===== src/rtl/cdq_pkg.sv =====
package cdq_pkg;

    localparam int DATA_W    = 32;
    localparam int CAP_W     = 5;
    localparam int OP_W      = 2;
    localparam int ST_W      = 2;
    localparam int DEPTH_DEF = 16;
    localparam int CAP_RESET = 16;

    typedef enum logic [OP_W-1:0] {
        OP_PUSH_FRONT = 2'd0,
        OP_POP_FRONT  = 2'd1,
        OP_PUSH_BACK  = 2'd2,
        OP_POP_BACK   = 2'd3
    } t_op;

    typedef enum logic [ST_W-1:0] {
        STS_DONE  = 2'd0,
        STS_FULL  = 2'd1,
        STS_EMPTY = 2'd2
    } t_status;

    typedef enum logic {
        ST_IDLE = 1'b0,
        ST_READ = 1'b1
    } t_state;

endpackage


===== src/rtl/circular_deque.sv =====
// Results are registered: a push, a refused operation or a pop of the last element goes to
// the output register when accepted; a pop that leaves elements behind reads its slot in
// ST_READ first. Throughput: one push per cycle while o_stall is low; a pop keeps o_stall
// high through its slot read on the single read port, so no new operation is taken meanwhile.
// Reset (synchronous, active low): deque empty, indices zero, capacity 16. The slot memory
// is not cleared; no slot is ever read before a push has written it.
module circular_deque #(
    parameter int DEPTH = cdq_pkg::DEPTH_DEF
) (
    input  logic                                i_clk,
    input  logic                                i_rst_n,
    // capacity register
    input  logic                                i_cfg_we,
    input  logic [cdq_pkg::CAP_W-1:0]           i_cfg_data,
    // operation channel
    input  logic                                i_valid,
    output logic                                o_stall,
    input  logic [cdq_pkg::OP_W-1:0]            i_opcode,
    input  logic signed [cdq_pkg::DATA_W-1:0]   i_data_in,
    // result channel
    output logic                                o_valid,
    input  logic                                i_stall,
    output logic [cdq_pkg::ST_W-1:0]            o_status,
    output logic [cdq_pkg::CAP_W-1:0]           o_occupancy,
    output logic signed [cdq_pkg::DATA_W-1:0]   o_front_value,
    output logic signed [cdq_pkg::DATA_W-1:0]   o_back_value
);

    localparam int CAP_W = cdq_pkg::CAP_W;
    localparam int DW    = cdq_pkg::DATA_W;
    localparam int IDX_W = $clog2(DEPTH);
    // compare width wide enough for both an index and a capacity, plus one
    localparam int CW    = ((IDX_W > CAP_W) ? IDX_W : CAP_W) + 1;

    // Index step with wrap inside the slots in use.
    function automatic logic [IDX_W-1:0] f_step_fwd(input logic [IDX_W-1:0] idx,
                                                    input logic [CAP_W-1:0] cap);
        logic [CW-1:0] inc;
        inc = CW'(idx) + CW'(1);
        return (inc >= CW'(cap)) ? '0 : IDX_W'(inc);
    endfunction

    function automatic logic [IDX_W-1:0] f_step_back(input logic [IDX_W-1:0] idx,
                                                     input logic [CAP_W-1:0] cap);
        logic [CW-1:0] dec;
        logic [CW-1:0] top;
        dec = CW'(idx) - CW'(1);
        top = CW'(cap) - CW'(1);
        return (idx == '0 || CW'(idx) >= CW'(cap)) ? IDX_W'(top) : IDX_W'(dec);
    endfunction

    // Slot memory: one write port, one registered read port.
    logic signed [DW-1:0] r_slots [DEPTH];
    logic signed [DW-1:0] r_rd_data;
    logic                 mem_we;
    logic [IDX_W-1:0]     mem_wa;
    logic                 mem_re;
    logic [IDX_W-1:0]     mem_ra;

    always_ff @(posedge i_clk) begin
        if (mem_we) begin
            r_slots[mem_wa] <= i_data_in;
        end
        if (mem_re) begin
            r_rd_data <= r_slots[mem_ra];
        end
    end

    // Control and mirror state
    cdq_pkg::t_state      r_state,     n_state;
    logic [IDX_W-1:0]     r_head,      n_head;
    logic [IDX_W-1:0]     r_tail,      n_tail;
    logic                 r_empty,     n_empty;
    logic [CAP_W-1:0]     r_count,     n_count;
    logic [CAP_W-1:0]     r_cap,       n_cap;
    logic signed [DW-1:0] r_front,     n_front;   // copy of slot at head
    logic signed [DW-1:0] r_back,      n_back;    // copy of slot at tail
    logic                 r_rd_front,  n_rd_front;

    // Output register
    logic                              r_out_valid,  n_out_valid;
    logic [cdq_pkg::ST_W-1:0]          r_out_status, n_out_status;
    logic [CAP_W-1:0]                  r_out_count,  n_out_count;
    logic signed [DW-1:0]              r_out_front,  n_out_front;
    logic signed [DW-1:0]              r_out_back,   n_out_back;

    logic                 in_acc;
    logic                 emit;
    cdq_pkg::t_status     status;
    logic [CAP_W-1:0]     cap_used;

    // capacity zero acts as one, above DEPTH acts as DEPTH
    always_comb begin
        if (r_cap == '0) begin
            cap_used = CAP_W'(1);
        end else if (32'(r_cap) > 32'(DEPTH)) begin
            cap_used = CAP_W'(DEPTH);
        end else begin
            cap_used = r_cap;
        end
    end

    // Accept only from idle, and only when the output register is free or draining.
    assign o_stall = (r_state != cdq_pkg::ST_IDLE) || (r_out_valid && i_stall);
    assign in_acc  = i_valid && !o_stall;

    always_comb begin
        n_state      = r_state;
        n_head       = r_head;
        n_tail       = r_tail;
        n_empty      = r_empty;
        n_count      = r_count;
        n_cap        = r_cap;
        n_front      = r_front;
        n_back       = r_back;
        n_rd_front   = r_rd_front;
        n_out_valid  = r_out_valid && i_stall;
        n_out_status = r_out_status;
        n_out_count  = r_out_count;
        n_out_front  = r_out_front;
        n_out_back   = r_out_back;
        mem_we       = 1'b0;
        mem_wa       = '0;
        mem_re       = 1'b0;
        mem_ra       = '0;
        emit         = 1'b0;
        status       = cdq_pkg::STS_DONE;

        case (r_state)
            cdq_pkg::ST_IDLE: begin
                if (in_acc) begin
                    case (cdq_pkg::t_op'(i_opcode))
                        cdq_pkg::OP_PUSH_FRONT, cdq_pkg::OP_PUSH_BACK: begin
                            emit = 1'b1;
                            if (CW'(r_count) >= CW'(cap_used)) begin
                                status = cdq_pkg::STS_FULL;
                            end else if (r_empty) begin
                                // first element lands in slot 0 from either end
                                n_head  = '0;
                                n_tail  = '0;
                                n_empty = 1'b0;
                                n_count = CAP_W'(1);
                                n_front = i_data_in;
                                n_back  = i_data_in;
                                mem_we  = 1'b1;
                                mem_wa  = '0;
                            end else if (i_opcode == cdq_pkg::OP_PUSH_FRONT) begin
                                n_head  = f_step_back(r_head, cap_used);
                                n_count = r_count + CAP_W'(1);
                                n_front = i_data_in;
                                mem_we  = 1'b1;
                                mem_wa  = n_head;
                            end else begin
                                n_tail  = f_step_fwd(r_tail, cap_used);
                                n_count = r_count + CAP_W'(1);
                                n_back  = i_data_in;
                                mem_we  = 1'b1;
                                mem_wa  = n_tail;
                            end
                        end
                        cdq_pkg::OP_POP_FRONT, cdq_pkg::OP_POP_BACK: begin
                            if (r_empty) begin
                                emit   = 1'b1;
                                status = cdq_pkg::STS_EMPTY;
                            end else if (r_head == r_tail) begin
                                // last element out: back to the reset layout
                                emit    = 1'b1;
                                n_head  = '0;
                                n_tail  = '0;
                                n_empty = 1'b1;
                                n_count = '0;
                                n_front = '0;
                                n_back  = '0;
                            end else begin
                                // new end value comes from the slot memory next cycle
                                n_count = r_count - CAP_W'(1);
                                n_state = cdq_pkg::ST_READ;
                                mem_re  = 1'b1;
                                if (i_opcode == cdq_pkg::OP_POP_FRONT) begin
                                    n_head     = f_step_fwd(r_head, cap_used);
                                    mem_ra     = n_head;
                                    n_rd_front = 1'b1;
                                end else begin
                                    n_tail     = f_step_back(r_tail, cap_used);
                                    mem_ra     = n_tail;
                                    n_rd_front = 1'b0;
                                end
                            end
                        end
                        default: ;
                    endcase
                end
                // capacity change only takes while empty; indices restart at slot 0
                if (i_cfg_we && r_empty) begin
                    n_cap  = i_cfg_data;
                    n_head = '0;
                    n_tail = '0;
                end
            end
            cdq_pkg::ST_READ: begin
                // output register is free here: it was free or draining at accept
                n_state = cdq_pkg::ST_IDLE;
                emit    = 1'b1;
                if (r_rd_front) begin
                    n_front = r_rd_data;
                end else begin
                    n_back = r_rd_data;
                end
            end
            default: begin
                n_state = cdq_pkg::ST_IDLE;
            end
        endcase

        if (emit) begin
            n_out_valid  = 1'b1;
            n_out_status = status;
            n_out_count  = n_count;
            n_out_front  = n_front;
            n_out_back   = n_back;
        end
    end

    always_ff @(posedge i_clk) begin
        if (!i_rst_n) begin
            r_state     <= cdq_pkg::ST_IDLE;
            r_head      <= '0;
            r_tail      <= '0;
            r_empty     <= 1'b1;
            r_count     <= '0;
            r_cap       <= CAP_W'(cdq_pkg::CAP_RESET);
            r_front     <= '0;
            r_back      <= '0;
            r_rd_front  <= 1'b0;
            r_out_valid <= 1'b0;
        end else begin
            r_state     <= n_state;
            r_head      <= n_head;
            r_tail      <= n_tail;
            r_empty     <= n_empty;
            r_count     <= n_count;
            r_cap       <= n_cap;
            r_front     <= n_front;
            r_back      <= n_back;
            r_rd_front  <= n_rd_front;
            r_out_valid <= n_out_valid;
        end
    end

    always_ff @(posedge i_clk) begin
        r_out_status <= n_out_status;
        r_out_count  <= n_out_count;
        r_out_front  <= n_out_front;
        r_out_back   <= n_out_back;
    end

    assign o_valid       = r_out_valid;
    assign o_status      = r_out_status;
    assign o_occupancy   = r_out_count;
    assign o_front_value = r_out_front;
    assign o_back_value  = r_out_back;

    a_count_le_cap: assert property (@(posedge i_clk) disable iff (!i_rst_n)
        CW'(r_count) <= CW'(cap_used))
        else $error("occupancy above usable capacity");

    a_empty_matches_count: assert property (@(posedge i_clk) disable iff (!i_rst_n)
        r_empty == (r_count == '0))
        else $error("empty flag and occupancy disagree");

    a_empty_idx_zero: assert property (@(posedge i_clk) disable iff (!i_rst_n)
        r_empty |-> (r_head == '0 && r_tail == '0))
        else $error("indices not at slot 0 while empty");

    a_read_out_free: assert property (@(posedge i_clk) disable iff (!i_rst_n)
        (r_state == cdq_pkg::ST_READ) |-> !r_out_valid)
        else $error("slot read finishing into an occupied output register");

    a_read_one_cycle: assert property (@(posedge i_clk) disable iff (!i_rst_n)
        (r_state == cdq_pkg::ST_READ) |=> (r_state == cdq_pkg::ST_IDLE && r_out_valid))
        else $error("pop result not delivered after slot read");

endmodule

===== config.mk =====
export PLATFORM = sky130hd
export DESIGN_NAME = circular_deque
export DESIGN_NICKNAME = d
export VERILOG_FILES = /design/src/rtl/cdq_pkg.sv /design/src/rtl/circular_deque.sv
export SDC_FILE = /design/constraint.sdc
export NUM_CORES = 1
export LEC_CHECK = 0
export ABC_AREA = 1
export BUFFER_PORTS_ARGS = -buffer_cell sky130_fd_sc_hd__buf_2
export CAP_MARGIN = 5
export CORE_MARGIN = 3
export CORE_UTILIZATION = 56
export CTS_CLUSTER_DIAMETER = 60
export DETAILED_ROUTE_END_ITERATION = 8
export MAX_ROUTING_LAYER = met4
export PLACE_DENSITY = 0.73
export SLEW_MARGIN = 15
export SYNTH_ARGS = -nofsm -noshare
export SYNTH_HDL_FRONTEND = slang
export SYNTH_SLANG_ARGS = --single-unit

===== constraint.sdc =====
create_clock -name i_clk -period 3.82 [get_ports i_clk]
set_clock_uncertainty 0.05 [all_clocks]
set_input_delay 0.764 -clock i_clk [delete_from_list [all_inputs] [get_ports i_clk]]
set_output_delay 0.764 -clock i_clk [all_outputs]
set_load 0.05 [all_outputs]

==> impl_metrics.json, run 1 <==
{
  "yosysSeqAreaShare_pct": 62.5,
  "max_freq_ghz": 0.277,
  "io_pins": 117,
  "hold_path.class": "in2reg",
  "worstPathCellList": "nor2_1, nand3_1, nand2_1, nand2_1, ha_1, a21oi_1, o21ai_1, nor2_1, nand2_1, inv_1, nand2_1, nor2_1, nand2_1, a21oi_1, nand2_1, nor2_4, buf_12",
  "async_flop_share_pct": 0,
  "synth_most_common_cell": "nand2_1",
  "die_h_um": 246,
  "comb_power_share_pct": 17.9,
  "cts_tree": "done",
  "fin_crit_ns": 3.61,
  "drt-total-wl_um": 82700,
  "power.leakage_nw": 15.2,
  "r2r-end": "r_slots[1][8]$_DFFE_PP_",
  "ir_worst_vdd_mv": 0.369,
  "synth_fp_nets": 3384,
  "endpoint_kind": "flop",
  "track_usage_pct": 28.0,
  "met1_usage_pct": 39.2,
  "grt_use_met3_pct": 5.03,
  "grt-ovfl-total": 0,
  "synth_top_cell_area_share_pct": 57.2,
  "synthFlopType": "edfxtp_1",
  "drtIter0Drc": 3000,
  "cts_root_buf": "clkbuf_16",
  "min-delay-start": "i_cfg_data[3]",
  "core-area_um2": 56700,
  "outcome": "finished, final reports clean",
  "switchingPower_mw": 5.67,
  "synth.area.top_cells": "edfxtp_1 (57%), nand3_1 (9.9%), nand2_1 (8.2%), dfxtp_1 (5.3%), inv_1 (5.3%)",
  "via_per_inst": 5.75,
  "syn_inst": 3308,
  "gp_congestion": 0.904,
  "worst_path_max_delay_cell": "ha_1",
  "cts.htree.levels": 3,
  "cpMostUsedCell": "nand2_1",
  "port-buffer-count": 116,
  "r2r-start": "r_cap[3]$_SDFFE_PN0P_",
  "finalWorstSetupSlack_ns": 0.210,
  "hold_buffers": 0,
  "place_area_um2": 34100,
  "start_util_pct": 56.9,
  "rsz0062_at_grt": "true",
  "yosysTopAreaCell": "edfxtp_1",
  "setup_violations": 0,
  "min_path_cells": 3,
  "grt_pass1_wl_um": 128000,
  "max_stage_delay_ns": 0.37,
  "pwr-share-seq_pct": 45.6,
  "ys_top_cells_by_count": "nand2_1 (703), nand3_1 (636), edfxtp_1 (615)",
  "fin_hold_ws_ns": 0.346,
  "wl_per_cell_um": 19.7,
  "via_count": 24100,
  "dpl.hpwl_um": 50200,
  "cts_resized": 0,
  "dieArea_um2": 60600,
  "nets": 3457,
  "dpl_worst_slack_ns": 0.0902,
  "cts_sinks": 701,
  "critPathKind": "reg2reg",
  "postRouteAntennaNets": 0,
  "finalCritPeriodShare_pct": 94.5,
  "numCtsBuffers": 72,
  "swShare_pct": 29.3,
  "slew_headroom_pct": 26.7,
  "clockBufferDepth": 3,
  "arrival_ns": 3.85,
  "design_area_um2": 36500,
  "use_met2_pct": 42.0,
  "first_global_vias": 22800,
  "top_usage_layer": "met2",
  "startpoint_type": "flop",
  "drcViolationCount": 0,
  "syn_area_um2": 32300,
  "cts_setup_buffers": 0,
  "rows": 87,
  "path_max_fanout": 25,
  "ys_seq_elements": 701,
  "areaGrowthSynthToFinish_pct": 13.1,
  "grt_max_degree": 113,
  "required_ns": 4.06,
  "path_clk_slew_ns": 0.06,
  "drv_slew": 0,
  "internal_power_mw": 13.7,
  "rrSetupSlack_ns": 0.21,
  "hold_end": "r_cap[3]$_SDFFE_PN0P_",
  "drive_gt1_share_pct": 10.6,
  "p_clk_share_pct": 36.5,
  "max-cap-violations": 0,
  "die_w_um": 246,
  "final_util_pct": 64.4,
  "first_pass_iters": 6,
  "yosys_warnings": 0,
  "avgSynthCellArea_um2": 9.76,
  "powerDensity_nw_per_um2": 531,
  "r2r_cells": 17,
  "synth_edf_count": 615,
  "hold_viol": 0,
  "clk_latency_ns": 0.61,
  "synth_cell_types": 38,
  "worstMarginPinSlew_ns": 1.10,
  "antenna_found_initial": 2
}
sequential cells by signal (all words and copies together) (netlist names), 2 cells and up:
| name | flops |
|---|---|
| r_slots | 512 |
| o_back_value | 32 |
| o_front_value | 32 |
| r_back | 32 |
| r_front | 32 |
| r_rd_data | 32 |
| o_occupancy | 5 |
| r_cap | 5 |
| r_count | 5 |
| r_head | 4 |
| r_tail | 4 |
| o_status | 2 |
layer usage:
metal,share of wire (%),vias up,wire length (um)
li1,-,11300,-
met1,42,11500,34600
met2,46,1212,37900
met3,9.8,169,8140
met4,2.5,0,2040
met5,0,-,0
critical path: cells and delay by family, from the launching register on:
kind / cells / cell delay, ns
AOI/OAI and AO/OA: 3 / 0.50
adders and majority gates: 1 / 0.37
buffers and inverters: 2 / 0.31
DFF: 1 / 0.33
and+or+nand+nor: 11 / 1.70
cell families (layout without fill, tap and decap cells):
group	count (synthesis)	count (layout)	share of synthesized area (%)
AO/OA/AOI/OAI	324	324	5.17
XOR/XNOR	13	13	0.353
adder cells (fa/ha/maj)	32	32	1.24
buffers and inverters	666	797	8.44
flip-flops	701	701	62.5
other	0	2	0
AND/OR/NAND/NOR	1572	1572	22.3
cells in the final DEF, fill, tap and decap left out, types with 9 or more instances in the layout:
| cell | count |
|---|---|
| nand2_1 | 701 |
| edfxtp_1 | 615 |
| o21ai_0 | 119 |
| clkinv_2 | 12 |
| buf_4 | 46 |
| nor2_1 | 65 |
| ha_1 | 32 |
| xor2_1 | 13 |
| o21ai_1 | 33 |
| inv_2 | 13 |
| nor2_4 | 22 |
| nor3_1 | 36 |
| buf_12 | 36 |
| inv_1 | 452 |
| nand4_1 | 9 |
| clkinv_1 | 12 |
| dfxtp_1 | 85 |
| clkbuf_16 | 76 |
| a21oi_1 | 152 |
| nand3b_1 | 89 |
| clkbuf_1 | 12 |
| nand3_1 | 634 |
| buf_2 | 116 |
power groups by stage:
| stage | logic, mW | registers (mW) | clock network [mW] |
|---|---|---|---|
| 2_1_floorplan | 1.95 | 9.42 | 0 |
| 3_3_place_gp | 3.35 | 8.98 | 0 |
| 3_5_place_dp | 3.40 | 8.99 | 0 |
| 4_1_cts | 3.42 | 8.83 | 7.16 |
| 5_1_grt | 3.78 | 8.85 | 7.50 |
| 6_report | 3.48 | 8.83 | 7.07 |
worst max-delay path by stage:
stage	start	endpoint	slack, ns	cells after the start
after floorplan	i_stall	r_slots[3][0]$_DFFE_PP_	-0.27	11
after global placement	r_tail[2]$_SDFFE_PN0P_	r_slots[2][4]$_DFFE_PP_	0.14	15
after detailed placement	r_tail[2]$_SDFFE_PN0P_	r_slots[2][11]$_DFFE_PP_	0.09	15
after CTS	r_tail[2]$_SDFFE_PN0P_	r_slots[2][12]$_DFFE_PP_	0.08	15
after global routing	r_cap[3]$_SDFFE_PN0P_	r_slots[1][8]$_DFFE_PP_	-0.05	17
final	r_cap[3]$_SDFFE_PN0P_	r_slots[1][8]$_DFFE_PP_	0.21	17
area by class of cell:
| type | count | area [um^2] |
|---|---|---|
| antenna | 2 | 5.00 |
| clock inverter | 38 | 365 |
| clock buffer | 94 | 2030 |
| inverter | 467 | 1750 |
| fill | 4281 | 20200 |
| sequential | 701 | 20200 |
| tap | 756 | 946 |
| timing repair buffer | 198 | 1650 |
| multi-input combinational | 1941 | 9570 |
metrics by stage:
| step | total power, mW | cells | TNS, ns |
|---|---|---|---|
| floorplan | 11.4 | 3308 | -77.75 |
| global placement | 12.3 | 4063 | 0 |
| detailed placement | 12.4 | 4063 | 0 |
| CTS | 19.4 | 4195 | 0 |
| global route | 20.1 | 4197 | -0.919 |
| finish | 19.4 | 4197 | 0 |
No activity file was read; power rests on OpenSTA's default activity.
==> inputs of run 2 (changes only) <==
--- a/config.mk
+++ b/config.mk
@@ -14,6 +14,7 @@
 export DETAILED_ROUTE_END_ITERATION = 8
 export MAX_ROUTING_LAYER = met4
 export PLACE_DENSITY = 0.73
+export SETUP_SLACK_MARGIN = 0.3
 export SLEW_MARGIN = 15
 export SYNTH_ARGS = -nofsm -noshare
 export SYNTH_HDL_FRONTEND = slang
==> impl_metrics.json, run 2 (same netlist as run 1, synthesis figures left out) <==
{
  "io_pins": 117,
  "setup_violations": 0,
  "slew_headroom_pct": 26.6,
  "place_area_um2": 34100,
  "grt_pass1_wl_um": 130000,
  "comb_power_share_pct": 19.7,
  "powerDensity_nw_per_um2": 537,
  "hold_path.class": "in2reg",
  "endpoint_kind": "flop",
  "rows": 87,
  "max_freq_ghz": 0.292,
  "postRouteAntennaNets": 0,
  "port-buffer-count": 116,
  "areaGrowthSynthToFinish_pct": 14.8,
  "path_clk_slew_ns": 0.06,
  "max-cap-violations": 0,
  "worstMarginPinSlew_ns": 1.10,
  "worstPathCellList": "nor2_1, nand3_1, nand2_1, nand2_2, ha_1, a21oi_1, o21a_1, o2111ai_2, o21ai_0, a21oi_2, inv_1, nand2_2, nor2_4, buf_4",
  "top_register": "r_slots",
  "start_util_pct": 56.9,
  "startpoint_type": "flop",
  "via_count": 24900,
  "cts_tree": "done",
  "swShare_pct": 30.0,
  "path_max_fanout": 12,
  "drive_gt1_share_pct": 11.7,
  "fin_hold_ws_ns": 0.344,
  "cts.htree.levels": 3,
  "internal_power_mw": 13.9,
  "path_buf_inv": 2,
  "wl_per_cell_um": 20.5,
  "final_util_pct": 65.4,
  "cp_top_family": "compound AO/OA/AOI/OAI gates",
  "core-area_um2": 56700,
  "drtIter0Drc": 3373,
  "hold_viol": 0,
  "setup-tns-final_ns": 0,
  "first_pass_iters": 6,
  "die_h_um": 246,
  "nets": 3488,
  "outcome": "finished, final reports clean",
  "via_per_inst": 5.89,
  "drt-total-wl_um": 86900,
  "arrival_ns": 3.67,
  "rsz0062_at_grt": "true",
  "critPathKind": "reg2reg",
  "fin_crit_ns": 3.43,
  "die_w_um": 246,
  "drv_slew": 0,
  "grt_max_degree": 113,
  "finalCritPeriodShare_pct": 89.8,
  "track_usage_pct": 28.4,
  "clockBufferDepth": 3,
  "antenna_found_initial": 4,
  "numCtsBuffers": 75,
  "switchingPower_mw": 5.97,
  "dpl.hpwl_um": 51300,
  "mostFrequentLayoutCells": "nand2_1 (692), nand3_1 (634), edfxtp_1 (615)",
  "drcViolationCount": 0,
  "clk_latency_ns": 0.62,
  "max_stage_delay_ns": 0.39,
  "largest_reg_flops": 512,
  "ir_worst_vdd_mv": 0.379,
  "design_area_um2": 37100,
  "required_ns": 4.06,
  "worst_path_max_delay_cell": "o21ai_0",
  "report.power.total_mw": 19.9,
  "gp_congestion": 0.916,
  "mostFrequentLayoutCell": "nand2_1",
  "cts_sinks": 701,
  "power.leakage_nw": 15.4,
  "grt-ovfl-total": 0,
  "cts_root_buf": "clkbuf_16",
  "cpMostUsedCell": "nand2_2",
  "dieArea_um2": 60600,
  "p_clk_share_pct": 35.9,
  "pwr-share-seq_pct": 44.4,
  "first_global_vias": 23300
}
## run 2: cell count changes in the layout (fill, tap and decap cells not counted), moves of 3 or more
cell,before,now
dfxtp_2,1,4
nand2_1,701,692
clkbuf_8,6,2
buf_16,0,6
nand2_2,3,12
clkinv_1,12,15
buf_12,36,33
buf_6,0,4
clkbuf_16,76,89
buf_4,46,57
clkbuf_1,12,15
dfxtp_1,85,82
## run 2: repair_timing
| item | CTS | global route |
|---|---|---|
| buffers inserted | 2 | 13 |
| resized for setup | 6 | 29 |
| endpoints found under the setup margin | 438 | 607 |
| hold buffers | 0 | 0 |
| endpoints found under the hold margin | 0 | 0 |
| pin swaps | 2 | 6 |
| gates cloned | 0 | 10 |
## run 2: worst paths after layout
kind	startpoint	end	slack, ns	depth (start not counted)
worst max-delay path	r_cap[3]$_SDFFE_PN0P_	r_slots[0][26]$_DFFE_PP_	0.39	14
worst min-delay path	i_cfg_data[3]	r_cap[3]$_SDFFE_PN0P_	0.34	3
worst max register to register	r_cap[3]$_SDFFE_PN0P_	r_slots[0][26]$_DFFE_PP_	0.39	14
worst min register to register	r_cap[0]$_SDFFE_PN0P_	r_cap[0]$_SDFFE_PN0P_	0.46	2
## run 2: power groups by stage
stage	sequential [mW]	combinational [mW]	clock (mW)
floorplan	9.42	1.96	0
global route	8.85	4.20	7.53
detailed placement	8.99	3.47	0
finish	8.83	3.92	7.14
global placement	8.98	3.41	0
CTS	8.83	3.50	7.22
## run 2: routing by layer
layer / wire, um / part of all wire [%] / track usage (%) / up-vias
met3: 9010 / 10 / 4.55 / 185
met4: 2080 / 2.4 / 9.67 / 0
met2: 40900 / 47 / 43.7 / 1499
met1: 34900 / 40 / 38.8 / 11900
li1: - / - / - / 11400
met5: 0 / 0 / - / -
## run 2: area by class of cell
class                           count  area (um^2)
Antenna cell                        2         5.00
Sequential cell                   701        20200
Fill cell                        4280        19600
Inverter                          467         1760
Timing Repair Buffer              226         2130
Clock buffer                       96         2060
Tap cell                          756          946
Clock inverter                     42          365
Multi-Input combinational cell   1941         9610
## run 2: worst reg2reg max path: stages, from the launching register on
cell,delay [ns]
dfxtp_1,0.34
nor2_1,0.09
nand3_1,0.10
nand2_1,0.10
nand2_2,0.14
ha_1,0.36
a21oi_1,0.19
o21a_1,0.16
o2111ai_2,0.23
o21ai_0,0.39
a21oi_2,0.17
inv_1,0.15
nand2_2,0.17
nor2_4,0.19
buf_4,0.27
## run 2: metrics by stage
| stage | setup WS (ns) | std cells |
|---|---|---|
| floorplan | 0.207 | 3308 |
| global placement | 0.197 | 4066 |
| detailed placement | 0.143 | 4066 |
| CTS | 0.302 | 4206 |
| global route | 0.285 | 4231 |
| finish | 0.390 | 4231 |
